$ cat src/rtl/wpsm_pkg.sv
// Package of the wildcard pattern stream matcher: sizes, register indexes and payload types.
// Used by wpsm_cell, the top level and the checker; depends on nothing.
package wpsm_pkg;

    localparam int MAX_NODES    = 8;
    localparam int POS_W        = 32;
    localparam int CELLS        = MAX_NODES + 1;
    localparam int NODE_IDX_W   = $clog2(CELLS);
    localparam int LIT_SLOTS    = 8;
    localparam int WILD_W       = 9;
    localparam int DELIM_SLOTS  = 8;
    localparam int CFG_DATA_W   = 64;
    localparam int CFG_IDX_W    = 3;
    localparam int START_OUT_W  = 32;

    typedef enum logic [CFG_IDX_W-1:0] {
        REG_PATTERN_BYTES   = 3'd0,
        REG_WILD_MARKS      = 3'd1,
        REG_NODE_COUNT      = 3'd2,
        REG_DELIM_BYTES     = 3'd3,
        REG_DELIM_COUNT     = 3'd4
    } cfg_reg_t;

    localparam logic [63:0] DELIM_BYTES_RESET = 64'h2020202020202020;
    localparam logic [3:0]  DELIM_COUNT_RESET = 4'd1;

    typedef struct packed {
        logic       action;
        logic [7:0] data_byte;
        logic       start_here;
    } feed_t;

    typedef struct packed {
        logic                   matched;
        logic [START_OUT_W-1:0] match_start;
    } result_t;

    typedef struct packed {
        logic             adv;
        logic [POS_W-1:0] start;
    } cell_link_t;

    typedef struct packed {
        logic       step;
        logic       clear;
        logic       delim;
        logic [7:0] data_byte;
    } cell_ctrl_t;

endpackage

$ cat src/rtl/wpsm_cell.sv
// One node cell of the matcher chain: holds the active flag and start position of one node.
// Depends on wpsm_pkg.
module wpsm_cell (
    input  logic                                clk,
    input  logic                                rst_n,
    input  wpsm_pkg::cell_ctrl_t                ctrl,
    input  logic [7:0]                          literal,
    input  logic                                wild,
    input  logic                                enabled,
    input  logic                                has_succ,
    input  logic                                seed,
    input  logic [wpsm_pkg::POS_W-1:0]          seed_start,
    input  wpsm_pkg::cell_link_t                prev,
    output wpsm_pkg::cell_link_t                link,
    output logic                                act_next,
    output logic [wpsm_pkg::POS_W-1:0]          start_next
);

    logic                         active_reg;
    logic [wpsm_pkg::POS_W-1:0]   start_reg;
    logic                         eff_act;
    logic [wpsm_pkg::POS_W-1:0]   eff_start;
    logic                         from_self;
    logic                         from_prev;

    assign eff_act   = active_reg | seed;
    assign eff_start = active_reg ? start_reg : seed_start;

    assign link.adv   = eff_act & has_succ & (literal == ctrl.data_byte);
    assign link.start = eff_start;

    assign from_self = eff_act & wild & ~ctrl.delim & enabled;
    assign from_prev = prev.adv & enabled;

    always_comb
    begin
        act_next = from_self | from_prev;
        if (from_self && from_prev)
        begin
            start_next = (eff_start < prev.start) ? eff_start : prev.start;
        end
        else if (from_self)
        begin
            start_next = eff_start;
        end
        else if (from_prev)
        begin
            start_next = prev.start;
        end
        else
        begin
            start_next = '0;
        end
    end

    always_ff @(posedge clk or negedge rst_n)
    begin
        if (!rst_n)
        begin
            active_reg <= 1'b0;
            start_reg  <= '0;
        end
        else if (ctrl.clear)
        begin
            active_reg <= 1'b0;
            start_reg  <= '0;
        end
        else if (ctrl.step)
        begin
            active_reg <= act_next;
            start_reg  <= start_next;
        end
    end

endmodule

$ cat src/rtl/wildcard_pattern_stream_matcher.sv
// An accepted request's result is registered into the main output register, or into the
// skid register while the main one holds an unread result. Throughput: one request per
// cycle while the skid register is empty, as every cell takes its neighbor's advance and
// start in the same cycle. A two-entry output stage lets a request enter while one result
// still waits. Reset (rst_n low) clears all cells, the byte position, the output stage and
// returns the configuration registers to their reset values.
module wildcard_pattern_stream_matcher (
    input  logic                               clk,
    input  logic                               rst_n,
    input  logic                               cfg_write,
    input  logic [wpsm_pkg::CFG_IDX_W-1:0]     cfg_index,
    input  logic [wpsm_pkg::CFG_DATA_W-1:0]    cfg_data,
    input  logic                               feed_valid,
    output logic                               feed_ready,
    input  wpsm_pkg::feed_t                    feed,
    output logic                               result_valid,
    input  logic                               result_ready,
    output wpsm_pkg::result_t                  result
);

    logic [63:0]                        pattern_reg;
    logic [wpsm_pkg::WILD_W-1:0]        wild_reg;
    logic [3:0]                         node_count_reg;
    logic [63:0]                        delim_bytes_reg;
    logic [3:0]                         delim_count_reg;
    logic [wpsm_pkg::POS_W-1:0]         pos_reg;

    logic                               accept;
    logic [wpsm_pkg::NODE_IDX_W-1:0]    n_eff;
    logic [3:0]                         delim_cnt_eff;
    logic                               delim_hit;
    wpsm_pkg::cell_ctrl_t               ctrl;
    wpsm_pkg::cell_link_t               links [wpsm_pkg::CELLS];
    logic                               act_nx [wpsm_pkg::CELLS];
    logic [wpsm_pkg::POS_W-1:0]         start_nx [wpsm_pkg::CELLS];
    wpsm_pkg::result_t                  new_res;

    wpsm_pkg::result_t                  main_reg;
    logic                               main_valid_reg;
    wpsm_pkg::result_t                  skid_reg;
    logic                               skid_valid_reg;
    logic                               pop;

    always_ff @(posedge clk or negedge rst_n)
    begin
        if (!rst_n)
        begin
            pattern_reg     <= '0;
            wild_reg        <= '0;
            node_count_reg  <= '0;
            delim_bytes_reg <= wpsm_pkg::DELIM_BYTES_RESET;
            delim_count_reg <= wpsm_pkg::DELIM_COUNT_RESET;
        end
        else if (cfg_write)
        begin
            unique case (cfg_index)
                wpsm_pkg::REG_PATTERN_BYTES: pattern_reg     <= cfg_data;
                wpsm_pkg::REG_WILD_MARKS:    wild_reg        <= cfg_data[wpsm_pkg::WILD_W-1:0];
                wpsm_pkg::REG_NODE_COUNT:    node_count_reg  <= cfg_data[3:0];
                wpsm_pkg::REG_DELIM_BYTES:   delim_bytes_reg <= cfg_data;
                wpsm_pkg::REG_DELIM_COUNT:   delim_count_reg <= cfg_data[3:0];
                default: ;
            endcase
        end
    end

    assign feed_ready = ~skid_valid_reg;
    assign accept     = feed_valid & feed_ready;

    assign n_eff = (32'(node_count_reg) > wpsm_pkg::MAX_NODES) ?
                   wpsm_pkg::NODE_IDX_W'(wpsm_pkg::MAX_NODES) :
                   wpsm_pkg::NODE_IDX_W'(node_count_reg);

    assign delim_cnt_eff = (delim_count_reg > 4'(wpsm_pkg::DELIM_SLOTS)) ?
                           4'(wpsm_pkg::DELIM_SLOTS) : delim_count_reg;

    always_comb
    begin
        delim_hit = 1'b0;
        for (int k = 0; k < wpsm_pkg::DELIM_SLOTS; k++)
        begin
            if ((4'(k) < delim_cnt_eff) && (delim_bytes_reg[8*k +: 8] == feed.data_byte))
            begin
                delim_hit = 1'b1;
            end
        end
    end

    assign ctrl.step      = accept & ~feed.action;
    assign ctrl.clear     = accept & feed.action;
    assign ctrl.delim     = delim_hit;
    assign ctrl.data_byte = feed.data_byte;

    for (genvar j = 0; j < wpsm_pkg::CELLS; j++)
    begin : g_cell
        logic [7:0]           lit;
        logic                 wild;
        wpsm_pkg::cell_link_t prev;
        logic                 seed;

        if (j < wpsm_pkg::LIT_SLOTS)
        begin : g_lit
            assign lit = pattern_reg[8*j +: 8];
        end
        else
        begin : g_nolit
            assign lit = 8'd0;
        end

        if (j < wpsm_pkg::WILD_W)
        begin : g_wild
            assign wild = wild_reg[j];
        end
        else
        begin : g_nowild
            assign wild = 1'b0;
        end

        if (j == 0)
        begin : g_head
            assign prev = '0;
            assign seed = feed.start_here;
        end
        else
        begin : g_body
            assign prev = links[j-1];
            assign seed = 1'b0;
        end

        wpsm_cell u_cell (
            .clk        (clk),
            .rst_n      (rst_n),
            .ctrl       (ctrl),
            .literal    (lit),
            .wild       (wild),
            .enabled    (wpsm_pkg::NODE_IDX_W'(j) <= n_eff),
            .has_succ   (wpsm_pkg::NODE_IDX_W'(j) < n_eff),
            .seed       (seed),
            .seed_start (pos_reg),
            .prev       (prev),
            .link       (links[j]),
            .act_next   (act_nx[j]),
            .start_next (start_nx[j])
        );
    end

    always_comb
    begin
        if (feed.action)
        begin
            new_res = '0;
        end
        else
        begin
            new_res.matched     = act_nx[n_eff];
            new_res.match_start = wpsm_pkg::START_OUT_W'(start_nx[n_eff]);
        end
    end

    always_ff @(posedge clk or negedge rst_n)
    begin
        if (!rst_n)
        begin
            pos_reg <= '0;
        end
        else if (ctrl.clear)
        begin
            pos_reg <= '0;
        end
        else if (ctrl.step && (pos_reg != '1))
        begin
            pos_reg <= pos_reg + 1'b1;
        end
    end

    assign pop = main_valid_reg & result_ready;

    always_ff @(posedge clk or negedge rst_n)
    begin
        if (!rst_n)
        begin
            main_valid_reg <= 1'b0;
            skid_valid_reg <= 1'b0;
        end
        else if (main_valid_reg && !pop)
        begin
            if (accept)
            begin
                skid_valid_reg <= 1'b1;
            end
        end
        else if (skid_valid_reg)
        begin
            main_valid_reg <= 1'b1;
            skid_valid_reg <= 1'b0;
        end
        else
        begin
            main_valid_reg <= accept;
        end
    end

    always_ff @(posedge clk)
    begin
        if (main_valid_reg && !pop)
        begin
            if (accept)
            begin
                skid_reg <= new_res;
            end
        end
        else if (skid_valid_reg)
        begin
            main_reg <= skid_reg;
        end
        else if (accept)
        begin
            main_reg <= new_res;
        end
    end

    assign result_valid = main_valid_reg;
    assign result       = main_reg;

endmodule

$ cat config.mk
export PLATFORM = sky130hd
export DESIGN_NAME = wildcard_pattern_stream_matcher
export DESIGN_NICKNAME = d
export VERILOG_FILES = /design/src/rtl/wpsm_pkg.sv /design/src/rtl/wpsm_cell.sv /design/src/rtl/wildcard_pattern_stream_matcher.sv
export SDC_FILE = /design/constraint.sdc
export NUM_CORES = 2
export LEC_CHECK = 0
export ABC_CLOCK_PERIOD_IN_PS = 5600
export BUFFER_PORTS_ARGS = -buffer_cell sky130_fd_sc_hd__buf_4
export CAP_MARGIN = 5
export CORE_MARGIN = 5
export CORE_UTILIZATION = 25
export CTS_CLUSTER_DIAMETER = 30
export CTS_CLUSTER_SIZE = 12
export DETAILED_ROUTE_END_ITERATION = 7
export SETUP_SLACK_MARGIN = 0.05
export SYNTH_ARGS = -nofsm -noshare
export SYNTH_HDL_FRONTEND = slang
export SYNTH_HIERARCHICAL = 1
export SYNTH_SLANG_ARGS = --single-unit
$ cat constraint.sdc
create_clock -name clk -period 5.6 [get_ports clk]
set_clock_uncertainty 0.1 [all_clocks]
set_input_delay 1.12 -clock clk [delete_from_list [all_inputs] [get_ports clk]]
set_output_delay 1.12 -clock clk [all_outputs]
set_load 0.005 [all_outputs]
# Yosys cells after proc, flatten, opt, wreduce, memory -nomap -nowiden
# Index checks and enable logic that the tools add are counted.
# word_totals
regBits,542
input_bits,82
output_inout_bits,35
wordCells,290
# classes
add_sub_neg,1
n_lt_le_gt_ge,36
n_eq_ne,22
mux,102
n_bitwise,69
n_reduce_logical,30
# ops
op,count
$mux 32,64
$lt 32x32->1,8
$bmux 32 s4,1
$eq 8x8->1,16
$mux 33,3
$and 1x1->1,55
$add 32x1->32 const B,1
$lt 3x4->1 const A,8
$ne 32x32->1 const B,1
$mux 1,31
$logic_and 1x1->1,18
$le 3x4->1 const A,4
$lt 1x4->1 const A,4
$lt 2x4->1 const A,4
$reduce_and 2->1,7
$or 1x1->1,9
$gt 4x4->1 const B,2
$le 1x4->1 const A,2
$le 2x4->1 const A,2
$mux 4,2
$eq 3x2->1 const B,2
$reduce_bool 2->1,3
$ge 5x5->1 const B,1
$not 4->5,1
other kinds (8),11

# Depth between registers and ports, before layout
# logic_depth
word_depth,23
mapped_depth,19
ltp_nobuf,17

# By module
# Netlist, hierarchy kept.
# by_module_without_submodules
mod,n_inst,cells_per_inst,area_each_um2,seq_area_each_um2
wpsm_cell at g_cell[0].u_cell ...,5,384,3283.1,825.8
wildcard_pattern_stream_matcher,1,1237,13355.3,6472.5
wpsm_cell at g_cell[7].u_cell ...,2,439,3729.8,825.8
wpsm_cell at g_cell[5].u_cell,1,493,3734.8,825.8
wpsm_cell at g_cell[6].u_cell,1,339,3204.3,825.8

# Least setup slack after synthesis
# Ideal clock, no wire load.
# synth_timing
kind,input to register
startpoint,in feed[2] (netlist name)
endpoint,"reg main_reg, in the netlist result[11] (data pin)"
setup_ns,0.133
arrival_time_ns,4.743
slack_ns,0.624
path_stages,18
path_cell_list,buf_2 -> xor2_1 -> nor4_1 -> nand2_1 -> o22ai_1 -> a21oi_1 -> o211ai_1 -> nor2_1 -> a21o_1 -> a31oi_1 -> clkbuf_1 -> nand2_1 -> o21ai_1 -> nor2b_1 -> a211oi_1 -> a311oi_1 -> a211o_1 -> a32o_1
# synth_rtl
element,line_no,rtl
start: declaration,wildcard_pattern_stream_matcher.sv:15,"input wpsm_pkg::feed_t feed,"
end signal: assignment,wildcard_pattern_stream_matcher.sv:214,main_reg <= skid_reg;
end signal: assignment,wildcard_pattern_stream_matcher.sv:218,main_reg <= new_res;
end: declaration,wildcard_pattern_stream_matcher.sv:38,wpsm_pkg::result_t main_reg;

==> impl_results.md <==
* CP Class: register to register
* Power Dens Cells at about 320 mW/mm^2
* Slowest CP cell: dfrtp_1
* Fmax at 193 MHz
* Final hold vios at 0
* Worst r2r src: pos_reg[4]
* DRT antenna net count at 0
* Reg-to-reg slack, setup at 0.43 ns
* Crit share post-route at 92.3%
* Critical path launch point type: register
* Total GRT Usage at between 10% and 20%
* First-pass GRT wire length at between 200000 and 300000 um
* Synthesized area at 0.0441 mm^2
* Grt ovf at 0
* Core area at 0.176 mm^2
* Outcome: finished, violations left
* Vias in the first global route at ~40000
* Reg2reg end: result[7]
* Routed wire length at between 150000 and 200000 um
* # rows at 154
* Setup crit end kind: register
* Setup TNS at 0 ns
* CP Max Fanout at 15
* Port buffer count at 116
* Largest net degree at the start of global routing at between 100 and 150
* Setup violators final at 0
* Failing checks: design-rule violations, max-slew violations
* Hold buffers post-CTS at 0
* RSZ-0062 raised after global routing: false
* Syn. warnings at 6
* I/O pin count at 117
* Crit path max-delay family: compound AO/OA/AOI/OAI gates
* Data required time of the worst path at 6.03 ns
* Clk slew on worst S/H paths at 0.04 ns
* Bufs and invs on worst path at 5
* Leak at approximately 23 nW
* CTS tree: built
* Max-cap check violation count at 0
* CTS resizes at 0
* Root Driver: clkbuf_16
* Routed WL per cell at ~25 um
* Die Area at approximately 0.18 mm^2
* Dpl hpwl at 136000 um
* Worst min path class: primary input to async pin
* Slew margin rel. at -136%
* Worst-path cell chain: mux2i_1 > inv_1 > inv_1 > ha_1 > and4_1 > nand2_1 > o211ai_1 > a211oi_2 > a211o_1 > nand2_1 > buf_12 > buf_12 > o21ai_1 > nor2b_1 > a211oi_1 > a311oi_1 > buf_4 > a211o_1 > a32o_1
* Via count at ~41000
* Arrival time worst endpoint at between 5 and 6 ns
* Worst reg-to-reg path cell count at 19
* Remaining DRCs at 8
* Fillcell total at about 18000
* Cells after Synth at ~5000
* Max stage delay on crit path at roughly 0.90 ns
* Final min period at just over 5 ns
* CTS max path bufs at 3
* Mapped Avg Cell Area at approximately 9 um^2
* 1st-pass router iterations at 8
* Chip width at about 430 um
* Total clock sinks at about 540
* Final slew viol count at 64
* Initial antenna violation count at 8
* Initial detailed-routing violation count at between 4000 and 5000
* Die height at around 430 um
* Crit path from: pos_reg[4]
* Layout Area Growth over Synthesis at 22.6%
* Final net count at about 5500
* Largest register FFs at roughly 290
* Post-CTS Setup Bufs at 0
* Worst vdd ir at between 300 and 400 uV
* Clk_lat worst skew at 0.80 ns
* Hold_ws at roughly 0.21 ns
* H-Tree Depth at 4
* Setup ws final at 0.431 ns
* Post-Place Worst Slack at approximately 0.29 ns
* Worst slew pin tran at 3.52 ns
* Share of cells above drive strength 1 at roughly 22%
* Initial core utilization at between 20% and 30%
* Gp weighted congestion at roughly 0.98
* CTS Buf Count at 150
* Via density at 5.41
==> where the power goes <==
part,switching (W),leakage (nW),internal [W],total (W)
combinational,0.00268,13.7,0.00141,0.00409
sequential,0.000358,6.91,0.00439,0.00475
clock,0.00286,2.51,0.00583,0.00869
total,0.00590,23.1,0.0116,0.0175
==> placed cells by master (no fill, tap or decap), types with 15 or more instances in the layout <==
cell type,instances
a211o_1,38
a211oi_1,75
a21o_1,29
a21oi_1,113
a221o_1,36
a22o_1,97
a311oi_1,44
a31oi_1,48
a32o_1,38
and3_1,136
buf_12,25
buf_4,333
clkbuf_1,27
clkbuf_16,151
clkbuf_8,31
clkinv_2,22
conb_1,84
dfrtp_1,458
edfxtp_1,66
ha_1,280
inv_1,486
mux2_2,244
mux2i_1,193
nand2_1,707
nand2b_1,39
nand3_1,106
nand4_1,52
nor2_1,152
nor2b_1,66
nor4_1,25
o211ai_1,122
o211ai_2,61
o21a_1,15
o21ai_0,67
o21ai_1,160
o21bai_1,39
o221ai_2,150
o2bb2ai_1,31
xnor2_1,70
xor2_1,62
==> metrics by stage <==
stage	power [W]	cells	instance area, um^2	util [%]
final	0.0175	7590	54000	30.8
after global routing	0.0180	7588	54000	30.8
after CTS	0.0176	7588	54000	30.8
after detailed placement	0.00879	7311	48900	27.8
after global placement	0.00874	7311	48900	27.8
after floorplan	0.00709	4937	44400	-
==> routing by layer <==
metal,vias to the layer above,global-route usage [%],wire length [um]
li1,18100,-,-
met4,10,15.6,17500
met5,-,0,68
met3,555,4.47,17000
met1,20200,24.3,73200
met2,2118,28.7,79100
==> final cells by class <==
class | count | area, um^2 | area share [%]
timing repair buffer | 359 | 3020 | 5.58
clock buffer | 209 | 4310 | 7.97
inverter | 488 | 1830 | 3.39
multi-input combinational | 3582 | 27200 | 50.3
sequential | 542 | 13900 | 25.8
antenna | 2 | 5.00 | 0.00926
clock inverter | 68 | 856 | 1.58
tap | 2340 | 2930 | 5.42
==> how the worst max path moves through the flow <==
stage / endpoint / slack [ns] / cells after the start
after CTS: result[14] / 0.50 / 19
after detailed placement: result[1] / 0.29 / 19
after floorplan: result[11] / 0.62 / 18
final: result[7] / 0.43 / 19
after global placement: result[0] / 0.24 / 19
after global routing: result[14] / 0.28 / 19
(Power assumes the default switching activity.)
